<file path="src/rtl/giou_pkg.sv">
// ----------------------------------------------------------------------------
// giou_pkg
// types and constants shared by the greedy iou suppression block
// ----------------------------------------------------------------------------
package giou_pkg;

   localparam int CSR_INDEX_WIDTH = 1;
   localparam int CSR_DATA_WIDTH  = 9;

   localparam logic [CSR_INDEX_WIDTH-1:0] CSR_IOU_THRESHOLD = 1'd0;
   localparam logic [CSR_INDEX_WIDTH-1:0] CSR_CLASS_AWARE   = 1'd1;

   localparam logic [8:0] IOU_THRESHOLD_RESET = 9'd128;

   typedef struct packed {
      logic              frame_start;
      logic signed [15:0] box_x;
      logic signed [15:0] box_y;
      logic [15:0]       box_width;
      logic [15:0]       box_height;
      logic [6:0]        box_class;
   } req_type;

   typedef struct packed {
      logic       keep_box;
      logic [5:0] kept_index;
      logic       list_overflow;
   } rsp_type;

   typedef struct packed {
      logic signed [15:0] box_x;
      logic signed [15:0] box_y;
      logic [15:0]       box_width;
      logic [15:0]       box_height;
      logic [6:0]        box_class;
      logic [31:0]       area;
   } entry_type;

   typedef enum logic [1:0] {
      ST_IDLE,
      ST_SCAN,
      ST_DRAIN,
      ST_DONE
   } state_type;

   typedef struct packed {
      logic load;
      logic read;
      logic write;
   } cmd_type;

   typedef struct packed {
      logic pipe_busy;
      logic suppressed;
   } status_type;

endpackage

</file>
<file path="src/rtl/giou_ctrl.sv">
// ----------------------------------------------------------------------------
// giou_ctrl
// sequencer: scans the kept list, waits for the pipe, issues the response
// ----------------------------------------------------------------------------
module giou_ctrl #(
   parameter int MAX_KEPT = 64,
   parameter int IW       = 6,
   parameter int CW       = 7
) (
   input  logic                  clock,
   input  logic                  reset,
   input  logic                  start,
   input  logic                  frame_start,
   output logic                  busy,
   output giou_pkg::cmd_type     cmd,
   output logic [IW-1:0]         rd_addr,
   output logic [IW-1:0]         wr_addr,
   input  giou_pkg::status_type  status,
   output logic                  rsp_strobe,
   output giou_pkg::rsp_type     rsp_data
);
   import giou_pkg::*;

   state_type    state_ff, state_in;
   logic [CW-1:0] count_ff, count_in;
   logic [CW-1:0] scan_ff, scan_in;
   logic          strobe_ff, strobe_in;
   rsp_type       rsp_ff, rsp_in;
   logic [CW+5:0] count_ext;
   logic          full;

   assign count_ext = {6'd0, count_ff};
   assign full      = (count_ff == CW'(MAX_KEPT));

   always_ff @(posedge clock) begin
      if (reset) begin
         state_ff  <= ST_IDLE;
         count_ff  <= '0;
         scan_ff   <= '0;
         strobe_ff <= 1'b0;
      end else begin
         state_ff  <= state_in;
         count_ff  <= count_in;
         scan_ff   <= scan_in;
         strobe_ff <= strobe_in;
      end
   end

   always_ff @(posedge clock) begin
      rsp_ff <= rsp_in;
   end

   always_comb begin
      state_in  = state_ff;
      count_in  = count_ff;
      scan_in   = scan_ff;
      strobe_in = 1'b0;
      rsp_in    = rsp_ff;
      cmd       = '0;
      unique case (state_ff)
         ST_IDLE: begin
            if (start) begin
               cmd.load = 1'b1;
               scan_in  = '0;
               if (frame_start) begin
                  count_in = '0;
               end
               state_in = ST_SCAN;
            end
         end
         ST_SCAN: begin
            if (scan_ff < count_ff) begin
               cmd.read = 1'b1;
               scan_in  = scan_ff + CW'(1);
            end else begin
               state_in = ST_DRAIN;
            end
         end
         ST_DRAIN: begin
            if (!status.pipe_busy) begin
               state_in = ST_DONE;
            end
         end
         ST_DONE: begin
            strobe_in = 1'b1;
            rsp_in    = '0;
            if (!status.suppressed) begin
               rsp_in.keep_box = 1'b1;
               if (full) begin
                  rsp_in.list_overflow = 1'b1;
               end else begin
                  cmd.write         = 1'b1;
                  rsp_in.kept_index = count_ext[5:0];
                  count_in          = count_ff + CW'(1);
               end
            end
            state_in = ST_IDLE;
         end
         default: state_in = ST_IDLE;
      endcase
   end

   assign busy       = (state_ff != ST_IDLE);
   assign rd_addr    = scan_ff[IW-1:0];
   assign wr_addr    = count_ff[IW-1:0];
   assign rsp_strobe = strobe_ff;
   assign rsp_data   = rsp_ff;

endmodule

</file>
<file path="config.mk">
export PLATFORM = sky130hd
export DESIGN_NAME = giou_ctrl
export DESIGN_NICKNAME = d
export VERILOG_FILES = /design/src/rtl/giou_pkg.sv /design/src/rtl/giou_ctrl.sv
export SDC_FILE = /design/constraint.sdc
export NUM_CORES = 1
export LEC_CHECK = 0
export BUFFER_PORTS_ARGS = -buffer_cell sky130_fd_sc_hd__buf_2
export CAP_MARGIN = 20
export CELL_PAD_IN_SITES_DETAIL_PLACEMENT = 2
export CELL_PAD_IN_SITES_GLOBAL_PLACEMENT = 2
export CORE_MARGIN = 2
export CORE_UTILIZATION = 30
export CTS_CLUSTER_DIAMETER = 80
export DETAILED_ROUTE_END_ITERATION = 16
export GPL_TIMING_DRIVEN = 0
export PLACE_DENSITY_LB_ADDON = 0.1
export RECOVER_POWER = 50
export SYNTH_ARGS = -nofsm -noshare
export SYNTH_HDL_FRONTEND = slang
export SYNTH_SLANG_ARGS = --single-unit
</file>
<file path="constraint.sdc">
create_clock -name clock -period 2 [get_ports clock]
set_input_delay 0.4 -clock clock [delete_from_list [all_inputs] [get_ports clock]]
set_output_delay 0.4 -clock clock [all_outputs]
set_load 0.03 [all_outputs]
</file>
==> results.py <==
metrics = {
    "outcome": {
        "status": "complete, but fails checks",
        "failed_checks": "negative setup slack",
    },
    "timing": {
        "least_margin_pin_slew_ps": 527,
        "worst_slack_ps": -193,
        "finalSetupViolCount": 8,
        "fmax_mhz": 456,
        "min_period_over_period": 1.10,
        "finClkSkew_ps": 1.46,
        "setup_repair_after_global_routing_missed_its_margin": "true",
        "final_max_slew_viol_count": 0,
        "fin_crit_ps": 2190,
        "fin_worst_hold_slack_ps": 363,
        "timing.final.hold_violations": 0,
        "max-slew-margin-rel": 0.647,
    },
    "worst_setup_path": {
        "timing.critical_path.cells": "inv_2 > ha_4 > a211o_1 > a211o_4 > nor2_4 > buf_6",
        "path_delay_family": "compound AO/OA/AOI/OAI gates",
        "path_class": "register to output pin",
        "regToRegStartpoint": "count_ff[2]",
        "arrival_ps": 1790,
        "crit_required_ps": 1600,
        "crit_path_end_kind": "output pin",
        "buffers_inverters_on_critical_path": 2,
        "critical-path-slowest-cell": "a211o_4",
        "worstSetupStartpoint": "count_ff[2]",
        "timing.critical_path.fanout_max": 3,
        "setup.worst_path.start_class": "register",
        "timing.critical_path.slowest_cell_delay_ps": 380,
    },
    "power_and_ir_drop": {
        "vdd_ir_drop_max_uv": 383,
        "power.density_cell_area_nw_per_um2": 711,
        "leakagePower_nw": 0.912,
    },
    "detailed_routing": {
        "drt_first_iter_violations": 51,
        "drt-wirelength-per-cell_microns": 16.9,
        "drt_pass1_iterations": 2,
        "ant_nets": 0,
        "drcViolationCount": 0,
        "postRouteWirelength_mm": 4.87,
        "via_count": 1391,
        "viasPerCell": 4.83,
    },
    "place": {
        "pre_cts_ws_ps": -246,
        "gp_congestion": 0.766,
        "port_buffers": 28,
        "hpwl_mm": 3.22,
    },
    "grt": {
        "grt_antenna_before_repair": 0,
        "via_count_of_the_first_global_routing_pass": 1491,
        "global_route_wire_length_before_repair_mm": 7.61,
        "grt_start_max_net_pins": 16,
        "grt_use_total": 0.181,
        "globalRouteOverflowTotal": 0,
    },
    "floorplan": {
        "placeableCoreArea_sq_um": 5040,
        "floorplan.die.height_microns": 75.7,
        "floorplan.initialDensity": 0.306,
        "floorplan.die.width_microns": 75.7,
        "die_area_sq_um": 5730,
        "core.rowCount": 26,
        "num_io_pins": 31,
    },
    "cells_and_area": {
        "layout-drive-gt1-share": 0.495,
        "n_antenna_cell": 0,
        "final_cell_mix": "29 x buf_4, 27 x buf_2, 14 x a31oi_1",
        "finalNetCount": 239,
        "n_fill_cell": 565,
        "final_common_cell": "buf_4",
        "layout-area-overhead-vs-synth_pct": 41.4,
    },
    "logic_synthesis": {
        "yosys_register_bits": 25,
        "postSynthAreaPerCell_sq_um": 9.18,
        "synth.lib_cells_used.distinct": 39,
        "synth-edff-count": 8,
        "post_synth_inst_count": 168,
        "syn_area_sq_um": 1540,
        "ys.flop_type": "dfxtp_1",
        "share_of_synthesized_area_occupied_by_flip_flops_and_latches": 0.377,
        "postSynth.asyncResetShare": 0,
        "ys_warn_count": 0,
        "syn-num-nets": 188,
    },
    "clocking": {
        "cts-root-buf": "clkbuf_8",
        "htreeDepth": 1,
        "cts.reportedPaths.clkPinSlew_ps": 100,
        "cts-root-to-sink-buffers": 2,
        "clkSinkCount": 25,
        "cts_inserted_buffers": 3,
        "tritoncts": "done",
        "ctsHoldBuffers": 0,
        "clkLatencyLatePin_ps": 280,
    },
    "job": {
        "maxCapViolations": 0,
    },
    "hold_path": {
        "worstHoldStart": "reset",
        "holdCritPathClass": "primary input to register",
    },
}
## sequential cells by signal, summed over array words and instances (netlist names)
name        count
rsp_data        8
count_ff        7
scan_ff         7
state_ff        2
rsp_strobe      1
## cell usage after synthesis (all sizes together), types with 2 or more instances
cell type / number / share of area
a211o: 2 / 0.017
a211oi: 2 / 0.0097
a21oi: 9 / 0.029
a31oi: 15 / 0.061
and2: 3 / 0.012
and3: 6 / 0.025
buf: 14 / 0.071
dfxtp: 17 / 0.22
edfxtp: 8 / 0.16
ha: 14 / 0.11
inv: 15 / 0.037
nand2: 9 / 0.022
nand2b: 3 / 0.012
nand3: 5 / 0.016
nor2: 17 / 0.041
nor3: 4 / 0.013
o21ai: 4 / 0.013
o31ai: 2 / 0.022
or3: 3 / 0.012
## stage by stage
step | util | instance area (sq um) | cells | total power, mW | TNS [ps]
finish | 0.432 | 2180 | 288 | 1.55 | -894
global route | 0.432 | 2180 | 288 | 1.65 | -1420
CTS | 0.409 | 2060 | 284 | 1.53 | -311
detailed placement | 0.355 | 1790 | 266 | 1.18 | -2330
global placement | 0.355 | 1790 | 266 | 1.15 | -1510
floorplan | - | 1560 | 168 | 1.02 | 0
## power breakdown
| part | switching, mW | leakage (nW) | internal [mW] | total, mW |
|---|---|---|---|---|
| Sequential | 0.0324 | 0.221 | 0.559 | 0.591 |
| Combinational | 0.432 | 0.669 | 0.199 | 0.631 |
| Clock | 0.186 | 0.0217 | 0.142 | 0.328 |
| Total | 0.651 | 0.912 | 0.899 | 1.55 |
## routing by layer
layer  GRT usage  vias to the layer above  wire length [microns]
li1            -                      688                      -
met1       0.206                      680                   1980
met4      0.0526                        0                     48
met3      0.0331                        5                    105
met5           0                        -                      0
met2       0.343                       18                   2740
## worst paths after layout
| kind | to | slack, ps | depth (start not counted) |
|---|---|---|---|
| setup / recovery | cmd[1] | -190 | 6 |
| setup reg to reg | scan_ff[6] | -140 | 8 |
| hold reg to reg | state_ff[0] | 530 | 2 |
| hold / removal | state_ff[1] | 360 | 2 |
## cell families (layout without fill, tap and decap cells)
| logic type | count (synthesis) | in the layout | synth area share |
|---|---|---|---|
| compound gates | 43 | 43 | 0.215 |
| fa+ha+maj | 14 | 14 | 0.114 |
| buf+inv | 31 | 81 | 0.115 |
| flops | 25 | 25 | 0.377 |
| mux | 1 | 1 | 0.00649 |
| simple gates | 54 | 54 | 0.173 |
## final cells by class
cell class                 instances  area [sq um]  share of cell area
multi-input combinational        112           953               0.437
sequential                        25           613               0.281
timing repair buffer              46           295               0.135
buffer                            16           118              0.0540
tap                               70          87.6              0.0402
inverter                          15          63.8              0.0293
clock buffer                       3          41.3              0.0189
clock inverter                     1          7.51             0.00344
## timing repair
| action | 4_1_cts | 5_1_grt |
|---|---|---|
| pin swaps | 13 | 15 |
| buffers inserted | 14 | 5 |
| endpoints found under the setup margin | 18 | 17 |
| endpoints found under the hold margin | 0 | 0 |
| cloned | 0 | 0 |
| gates resized for setup | 40 | 22 |
Note: power is estimated with default switching activity, not from simulation.
